<file path="src/rtl/assert_macros.svh">
// Assertion macros shared by the RTL files.
`ifndef ASSERT_MACROS_SVH
`define ASSERT_MACROS_SVH
`ifndef ASSERT_OFF
// Property checked at every clock edge outside reset.
`define ASSERT_CLK(lbl, clk, rst_n, prop, msg) \
    lbl: assert property (@(posedge clk) disable iff (!rst_n) prop) else $error(msg);
// Antecedent in one cycle implies consequent in the next.
`define ASSERT_NEXT(lbl, clk, rst_n, ante, cons, msg) \
    lbl: assert property (@(posedge clk) disable iff (!rst_n) ante |=> cons) else $error(msg);
`else
`define ASSERT_CLK(lbl, clk, rst_n, prop, msg)
`define ASSERT_NEXT(lbl, clk, rst_n, ante, cons, msg)
`endif
`endif

</file>
<file path="src/rtl/itms_pkg.sv">
// Shared types, constants and helpers of the inverse transform matrix stage.
package itms_pkg;

    localparam int MAX_SIZE_DEF  = 32;
    localparam int ACC_WIDTH_DEF = 32;
    localparam int PROD_W        = 32;
    localparam int CFG_DATA_W    = 5;
    localparam int CFG_IDX_W     = 1;
    localparam int N_W           = 7;   // holds a line size up to 64

    typedef enum logic {
        CMD_WRITE = 1'b0,
        CMD_DATA  = 1'b1
    } t_cmd;

    typedef enum logic [CFG_IDX_W-1:0] {
        REG_SIZE_LOG2   = 1'b0,
        REG_ROUND_SHIFT = 1'b1
    } t_reg_idx;

    // Settings seen by every pipeline part.
    typedef struct packed {
        logic           adv;    // pipeline moves this cycle
        logic [N_W-1:0] n;      // current line size
        logic [4:0]     shift;  // rounding shift
    } t_pipe_ctrl;

    // Data beat entering the multiply stage.
    typedef struct packed {
        logic               valid;
        logic               hit;    // row inside the current size
        logic               last;
        logic signed [15:0] value;
    } t_mac_item;

    function automatic logic [N_W-1:0] line_size(logic [2:0] size_log2, int max_size);
        logic [2:0]     l;
        logic [N_W-1:0] n;
        l = size_log2;
        if (l < 3'd2) l = 3'd2;
        if (l > 3'd5) l = 3'd5;
        n = N_W'(1) << l;
        if (int'(n) > max_size) n = N_W'(max_size);
        return n;
    endfunction

endpackage

</file>
<file path="src/rtl/itms_out_if.sv">
// Output channel: rounded and saturated samples.
interface itms_out_if;
    logic               valid;
    logic               ready;
    logic signed [15:0] sample;
    logic [4:0]         out_index;
    logic               last_of_run;

    modport source (output valid, sample, out_index, last_of_run, input ready);
    modport sink   (input valid, sample, out_index, last_of_run, output ready);
endinterface

</file>
<file path="src/rtl/itms_drain.sv">
// Snapshot bank of finished sums and the round, shift, saturate output path.
module itms_drain #(
    parameter int MAX_SIZE  = itms_pkg::MAX_SIZE_DEF,
    parameter int ACC_WIDTH = itms_pkg::ACC_WIDTH_DEF
) (
    input  logic                        i_clk,
    input  logic                        i_rst_n,
    input  itms_pkg::t_pipe_ctrl        i_ctrl,
    input  logic                        i_cap,
    input  logic signed [ACC_WIDTH-1:0] i_sum [MAX_SIZE],
    output logic                        o_busy,
    output logic                        o_done,
    itms_out_if.source                  o_out
);

    localparam int CNT_W = $clog2(MAX_SIZE);
    localparam logic signed [ACC_WIDTH-1:0] SAT_HI = ACC_WIDTH'(32767);
    localparam logic signed [ACC_WIDTH-1:0] SAT_LO = ACC_WIDTH'(-32768);

    logic signed [ACC_WIDTH-1:0]   r_snap [MAX_SIZE];
    logic                          r_busy;
    logic [CNT_W-1:0]              r_cnt;
    logic [itms_pkg::N_W-1:0]      r_n;
    logic                          r_pre_v;
    logic signed [ACC_WIDTH-1:0]   r_pre_sum;
    logic [4:0]                    r_pre_idx;
    logic                          r_pre_last;
    logic                          r_out_v;
    logic signed [15:0]            r_out_sample;
    logic [4:0]                    r_out_idx;
    logic                          r_out_last;

    logic                          w_out_en;
    logic                          w_pre_en;
    logic                          w_step;
    logic                          w_cnt_last;
    logic [ACC_WIDTH-1:0]          w_rnd;
    logic signed [ACC_WIDTH-1:0]   w_shr;
    logic signed [15:0]            w_sample;

    assign w_out_en   = !r_out_v || o_out.ready;
    assign w_pre_en   = !r_pre_v || w_out_en;
    assign w_step     = r_busy && w_pre_en;
    assign w_cnt_last = (itms_pkg::N_W'(r_cnt) == r_n - itms_pkg::N_W'(1));

    // half-LSB rounding term, none for a zero shift
    assign w_rnd = (i_ctrl.shift == 5'd0) ? '0 : (ACC_WIDTH'(1) << (i_ctrl.shift - 5'd1));

    assign w_shr    = r_pre_sum >>> i_ctrl.shift;
    assign w_sample = (w_shr > SAT_HI) ? 16'sh7fff :
                      (w_shr < SAT_LO) ? 16'sh8000 : w_shr[15:0];

    always_ff @(posedge i_clk) begin
        if (!i_rst_n) begin
            r_busy  <= 1'b0;
            r_cnt   <= '0;
            r_pre_v <= 1'b0;
            r_out_v <= 1'b0;
        end else begin
            if (i_cap) begin
                r_busy <= 1'b1;
                r_cnt  <= '0;
            end else if (w_step) begin
                r_cnt <= r_cnt + CNT_W'(1);
                if (w_cnt_last) begin
                    r_busy <= 1'b0;
                end
            end
            if (w_pre_en) begin
                r_pre_v <= w_step;
            end
            if (w_out_en) begin
                r_out_v <= r_pre_v;
            end
        end
    end

    always_ff @(posedge i_clk) begin
        if (i_cap) begin
            r_snap <= i_sum;
            r_n    <= i_ctrl.n;
        end
        if (w_step) begin
            r_pre_sum  <= r_snap[r_cnt] + w_rnd;
            r_pre_idx  <= 5'(r_cnt);
            r_pre_last <= w_cnt_last;
        end
        if (w_out_en) begin
            r_out_sample <= w_sample;
            r_out_idx    <= r_pre_idx;
            r_out_last   <= r_pre_last;
        end
    end

    assign o_busy            = r_busy;
    // last entry of the bank is read out this cycle; a new line may land now
    assign o_done            = w_step && w_cnt_last;
    assign o_out.valid       = r_out_v;
    assign o_out.sample      = r_out_sample;
    assign o_out.out_index   = r_out_idx;
    assign o_out.last_of_run = r_out_last;

endmodule

</file>
<file path="src/flat_wrapper.sv">
// flat-port wrapper written by rule: the top's interface ports become plain ports
module itms_drain_flat 
#(
    parameter int MAX_SIZE  = itms_pkg::MAX_SIZE_DEF,
    parameter int ACC_WIDTH = itms_pkg::ACC_WIDTH_DEF
)
  (i_clk, i_rst_n, i_ctrl, i_cap, i_sum, o_busy, o_done, o_out_valid, o_out_sample, o_out_out_index, o_out_last_of_run, o_out_ready);
  itms_out_if o_out_i ();
  input  logic i_clk;
  input  logic i_rst_n;
  input  itms_pkg::t_pipe_ctrl i_ctrl;
  input  logic i_cap;
  input  logic signed [ACC_WIDTH-1:0] i_sum[MAX_SIZE];
  output logic o_busy;
  output logic o_done;
  output wire logic [$bits(o_out_i.valid)-1:0] o_out_valid;
  output wire logic [$bits(o_out_i.sample)-1:0] o_out_sample;
  output wire logic [$bits(o_out_i.out_index)-1:0] o_out_out_index;
  output wire logic [$bits(o_out_i.last_of_run)-1:0] o_out_last_of_run;
  input wire logic [$bits(o_out_i.ready)-1:0] o_out_ready;
  assign o_out_valid = o_out_i.valid;
  assign o_out_sample = o_out_i.sample;
  assign o_out_out_index = o_out_i.out_index;
  assign o_out_last_of_run = o_out_i.last_of_run;
  assign o_out_i.ready = o_out_ready;
  itms_drain #(.MAX_SIZE(MAX_SIZE), .ACC_WIDTH(ACC_WIDTH)) u_core (.i_clk(i_clk), .i_rst_n(i_rst_n), .i_ctrl(i_ctrl), .i_cap(i_cap), .i_sum(i_sum), .o_busy(o_busy), .o_done(o_done), .o_out(o_out_i));
endmodule
</file>
<file path="config.mk">
export PLATFORM = sky130hd
export DESIGN_NAME = itms_drain_flat
export DESIGN_NICKNAME = d
export VERILOG_FILES = /design/src/rtl/assert_macros.svh /design/src/rtl/itms_pkg.sv /design/src/rtl/itms_out_if.sv /design/src/rtl/itms_drain.sv /design/src/flat_wrapper.sv
export SDC_FILE = /design/constraint.sdc
export NUM_CORES = 1
export LEC_CHECK = 0
export BUFFER_PORTS_ARGS = -buffer_cell sky130_fd_sc_hd__buf_2
export CAP_MARGIN = 20
export CORE_AREA = 3 3 412 414
export DETAILED_ROUTE_END_ITERATION = 16
export DIE_AREA = 0 0 415 417
export PLACE_DENSITY = 0.45
export SYNTH_ARGS = -nofsm -noshare
export SYNTH_HDL_FRONTEND = slang
export SYNTH_SLANG_ARGS = --single-unit
</file>
<file path="constraint.sdc">
create_clock -name i_clk -period 14 [get_ports i_clk]
set_input_delay 1.4 -clock i_clk [delete_from_list [all_inputs] [get_ports i_clk]]
set_output_delay 1.4 -clock i_clk [all_outputs]
set_load 0.02 [all_outputs]
</file>
---- Yosys cells after proc, flatten, opt, wreduce, memory -nomap -nowiden ----
Index checks and enable logic that the tools add are counted.
W data, S select, Z words.
operators by class
  $lt $le $gt $ge ......................... 3
  shifts and indexed selects .............. 2
  bitwise logic cells ..................... 2
  $add $sub $neg .......................... 4
  div/mod/pow operators ................... 0
  equal/unequal tests ..................... 1
  reductions and logical operators ........ 11
  multiply operators ...................... 0
  mux-type cells .......................... 8
operator list
  cell                    number
  $bmux W32 S5            1
  $mux W32                3
  $add A32 B32 Y32        1
  $gt A32 B16 Y1 const B  1
  $lt A32 B16 Y1 const B  1
  $shl A1 B5 Y32 const A  1
  $sshr A32 B5 Y32        1
  $mux W16                1
  $eq A5 B7 Y1            1
  $sub A7 B1 Y7 const B   1
  $ge A6 B6 Y1 const B    1
  $not A5 Y6              1
  $add A5 B1 Y5 const B   1
  $logic_not A5 Y1        1
  $sub A5 B1 Y5 const B   1
  $reduce_bool A2 Y1      2
  $mux W1                 3
  $logic_and A1 B1 Y1     2
  $logic_not A1 Y1        2
  $logic_or A1 B1 Y1      2
  $reduce_and A2 Y1       1
  $reduce_or A2 Y1        1
  $not A1 Y1              1
word-level totals
  bits in registers ....................... 1,099
  output and inout port bits .............. 25
  bits in latches ......................... 0
  bits in read-only memories .............. 0
  memories kept ........................... 0
  input port bits ......................... 1,041
  RAM bits ................................ 0
  word-level logic and storage cells ...... 74

---- Depth between registers and ports, before layout ----
  depth in word-level cells ............... 6
  gate-level depth with buffers ........... 17
  mapped depth without buffers ............ 14

---- Least setup slack after synthesis ----
Ideal clock, no wire load.
  kind .................................... input port to flip-flop
  from .................................... input port i_ctrl[2] in the netlist's numbering
  to ...................................... register u_core.r_pre_sum[31], data pin
  arrival time ............................ 4.917 ns
  buffers on the path ..................... 5
  path slack .............................. 8.821 ns
  library setup time ...................... 0.262 ns
  stages on the path ...................... 17
  cell sequence ........................... buf_2 -> buf_2 -> buf_2 -> buf_1 -> clkbuf_1 -> nand3b_1 -> nor2_1 -> ha_1 -> a21oi_1 -> nor2b_1 -> o311ai_0 -> o21ai_1 -> a31oi_1 -> a21oi_1 -> a211o_1 -> a21oi_1 -> xor2_1
between the ends
  longest elaborated chain between the ends .. 4
  elaborated cells on any way between the ends .. 5
  those cells by class .................... 2 x add/sub; 1 x shift; 1 x mux; 1 x reduce/logical
RTL lines
  what                  RTL line            text
  start, declared       flat_wrapper.sv:11  input itms_pkg::t_pipe_ctrl i_ctrl;
  $sub A5 B1 Y5         itms_drain.sv:47    assign w_rnd = (i_ctrl.shift == 5'd0) ? '0 : (ACC_WIDTH'(1) << (i_ctrl.shift - 5'd1));
  $shl A1 B5 Y32        itms_drain.sv:47
  $mux W32 (*)          itms_drain.sv:47
  $add A32 B32 Y32 (*)  itms_drain.sv:84    r_pre_sum <= r_snap[r_cnt] + w_rnd;
  end signal, assigned  itms_drain.sv:84
  end, declared         itms_drain.sv:25    logic signed [ACC_WIDTH-1:0] r_pre_sum;
Mark *: on every way between the ends. The rest lies on a longest branch, timed or not.
A chain may end at the register's enable or synchronous reset.

---- Final worst setup path ----
  from .................................... register u_core.r_cnt[0]
  to ...................................... register u_core.r_pre_sum[30], data pin
between the ends
  longest elaborated chain between the ends .. 5
RTL lines
  what                                         RTL line          text
  start, declared                              itms_drain.sv:22  logic [CNT_W-1:0] r_cnt;
  start signal, assigned                       itms_drain.sv:64  r_cnt <= r_cnt + CNT_W'(1);
  $not A5 Y6 (implied by the code)             itms_drain.sv:84
  $bmux W32 S5                                 itms_drain.sv:84
  $mux W32 (implied by the code) (2 in a row)  itms_drain.sv:84
  $add A32 B32 Y32                             itms_drain.sv:84
No other way between the ends. The select of a mux whose other input is x is not followed.

==> out/results.ini <==
[route]
ant_nets = 0
drt_iter0_drc = 2083
wire_per_inst_um = 28.61
drt-met1-wl_um = 60420
vias = 25350
wl_met3_um = 10580
top_layer_used = met5
drt-total-wl_um = 158500
met2_wirelength_um = 82220
drcViolationCount = 0
dr.pass1.iters = 5
vias_per_cell = 4.574

[global_route]
grtUsageTotal = 0.1787
grt_pass1_vias = 26630
grt_max_degree = 174
grt_overflow = 0
grt_pass1_wl_um = 213400
antenna_found_initial = 186

[synthesis]
ys_top_cells_by_count = edfxtp_1 (1091), mux4_2 (341), nor2_1 (64)
yosys_warnings = 0
netlist.area_leader.share = 0.7330
synth_edf_count = 1091
synthTopCellsByArea = edfxtp_1 (73%), mux4_2 (17%), mux2_2 (1.2%)
ys_types = 66
synth.most_common_cell = edfxtp_1
syn-cell-area_sq_mm = 0.04470
synth_top_area_cell = edfxtp_1
avgSynthCellArea_sq_um = 21.63
ys_seq_area_frac = 0.7366
synth_nets = 3141
syn_inst = 2066
ys_ff_latch = 1099
async_reset_ff_frac = 0
synthFlopType = edfxtp_1

[critical_path]
path_class = reg -> reg
cp_cell_sequence = buf_12, buf_4, mux4_2, mux4_2, mux2_2, ha_1, o21a_1, o211a_1, a21o_1, a21oi_1, o21ai_0, a21oi_1, o21ai_0, o41ai_1, xnor2_1
cpPeakStageDelay_ps = 700
cp_top_family = compound AO/OA/AOI/OAI gates
worstPathMaxFanout = 88
cpMaxStageDelayCell = mux4_2
reg2reg_slack_ps = 7550
worstPathArrival_ps = 6940
path_buf_inv = 2
startpoint_type = register
crit_required_ps = 14490
critPathCaptureType = register

[job]
max-cap-violations = 0

[place]
numPortBuffers = 1064
pre_cts_ws_ps = 7433
gp_congestion = 0.8372
post-dp-hpwl_um = 120000
place_area_sq_mm = 0.05260
dpl.cell_count = 5253

[layout]
area_growth_pct = 26.69
fillCellCount = 16140
drive_above_1_share = 0.5104
ff_latch_area_sq_mm = 0.03294
final_cells = 5541
fin_nets = 4247
multi_input_area_sq_mm = 0.01121
fin_area_sq_mm = 0.05662

[timing]
rsz0062_at_grt = false
timing.final.crit_share = 0.4604
fmax_ghz = 0.1552
hold_violations = 0
drv_slew = 0
slew_headroom = 0.2917
finalSetupViolations = 0
fin_crit_ps = 6445
tns_ps = 0
worst_pin_slew_ps = 1062
timing.final.ws_setup_ps = 7555
fin_worst_skew_ps = 24.10

[clock_network]
clk_pin_slew_worst_paths_ps = 60
tritoncts.num_buffers = 121
hold_buffers = 0
ctsResizeCount = 0
postCtsSetupRepairBufs = 0
clockBufferDepth = 3
worstSkewPairLatency_ps = 770
root_buffer = clkbuf_16
cts-htree-levels = 3
clkSinkCount = 1099
cts_tree = yes

[pwr]
ir_worst_vdd_v = 0.0001077
p_total_w = 0.007801
p_leak_nw = 20.39
p_per_area_mw_per_mm2 = 137.8

[run_status]
status = complete, no violations

[worst_hold_path]
hold_path.class = reg -> reg

[die]
die_h_um = 417
io_pins = 1066
core_area_sq_mm = 0.1667
start_util = 0.2682
die_w_um = 415
num_rows = 150
die_area_sq_mm = 0.1731

-- sequential cells by signal (all words and copies together) (netlist names), 5 cells and up --
name,count
u_core.r_pre_idx,5
u_core.r_n,7
u_core.r_cnt,5
u_core.o_out.sample,16
u_core.o_out.out_index,5
u_core.r_snap,1024
u_core.r_pre_sum,32
-- path summary, 6_finish.rpt --
path,from,end,cells past startpoint
worst max-delay path,u_core.r_cnt[0]$_SDFFE_PP0P_,u_core.r_pre_sum[30]$_DFFE_PP_,15
worst min-delay path,u_core.r_pre_idx[1]$_DFFE_PP_,u_core.o_out.out_index[1]$_DFFE_PP_,0
worst max register to register,u_core.r_cnt[0]$_SDFFE_PP0P_,u_core.r_pre_sum[30]$_DFFE_PP_,15
worst min register to register,u_core.r_pre_idx[1]$_DFFE_PP_,u_core.o_out.out_index[1]$_DFFE_PP_,0
-- kinds of logic (layout without fill, tap and decap cells) --
logic type	after synthesis	count (layout)	synth area share
simple gates	186	186	0.01974
mux	416	416	0.1901
other cells	0	67	0
buf+inv	127	1331	0.01265
compound gates	167	167	0.02405
fa+ha+maj	34	34	0.009686
flops	1099	1099	0.7366
xor+xnor	37	37	0.007250
-- per-layer routing --
| layer | vias to the layer above | track usage |
|---|---|---|
| met4 | 52 | 0.06714 |
| met3 | 373 | 0.04964 |
| met1 | 12850 | 0.2094 |
| li1 | 11040 | - |
| met5 | - | 0 |
| met2 | 1028 | 0.3118 |
-- per-stage QoR --
step	hold slack, ps	util
floorplan	400.3	-
global placement	401.3	0.3156
detailed placement	404.5	0.3156
CTS	418.8	0.3387
global route	423.1	0.3394
finish	417.8	0.3398
-- cell type report --
class                   count  area share
repair buffers           1094     0.09952
multi-input cells         840      0.1979
inverters                  16    0.001061
flip-flops and latches   1099      0.5817
diodes                     67    0.002961
clock buffers             145     0.05507
clock inverters            76     0.01304
well taps                2204     0.04870
-- where the power goes --
part	leakage (nW)	switching [W]	internal, W
Sequential	10.8	0.0000917	0.00392
Combinational	7.75	0.000328	0.000322
Clock	1.89	0.00135	0.00179
-- cell usage in the layout (no fill, tap or decap), types with 8 or more instances in the layout --
cell type  count
ha_1          33
mux4_2       341
clkbuf_1      24
nor3_1         8
mux2_2        46
nand2b_1       8
edfxtp_1    1091
o21a_1         9
o21ai_0       29
nor2b_1        9
nor2_1        64
inv_1         15
nand2_1       51
mux2i_1       27
a21o_1        16
nand3_1       16
o211ai_1       8
xor2_1        16
xnor2_1       21
a211oi_1       8
clkinv_1      26
o21ai_1       10
a21oi_1       55
buf_4         24
clkbuf_16    121
clkinv_2      24
buf_2       1063
bufinv_16     11
diode_2       67
(Power assumes the default switching activity.)
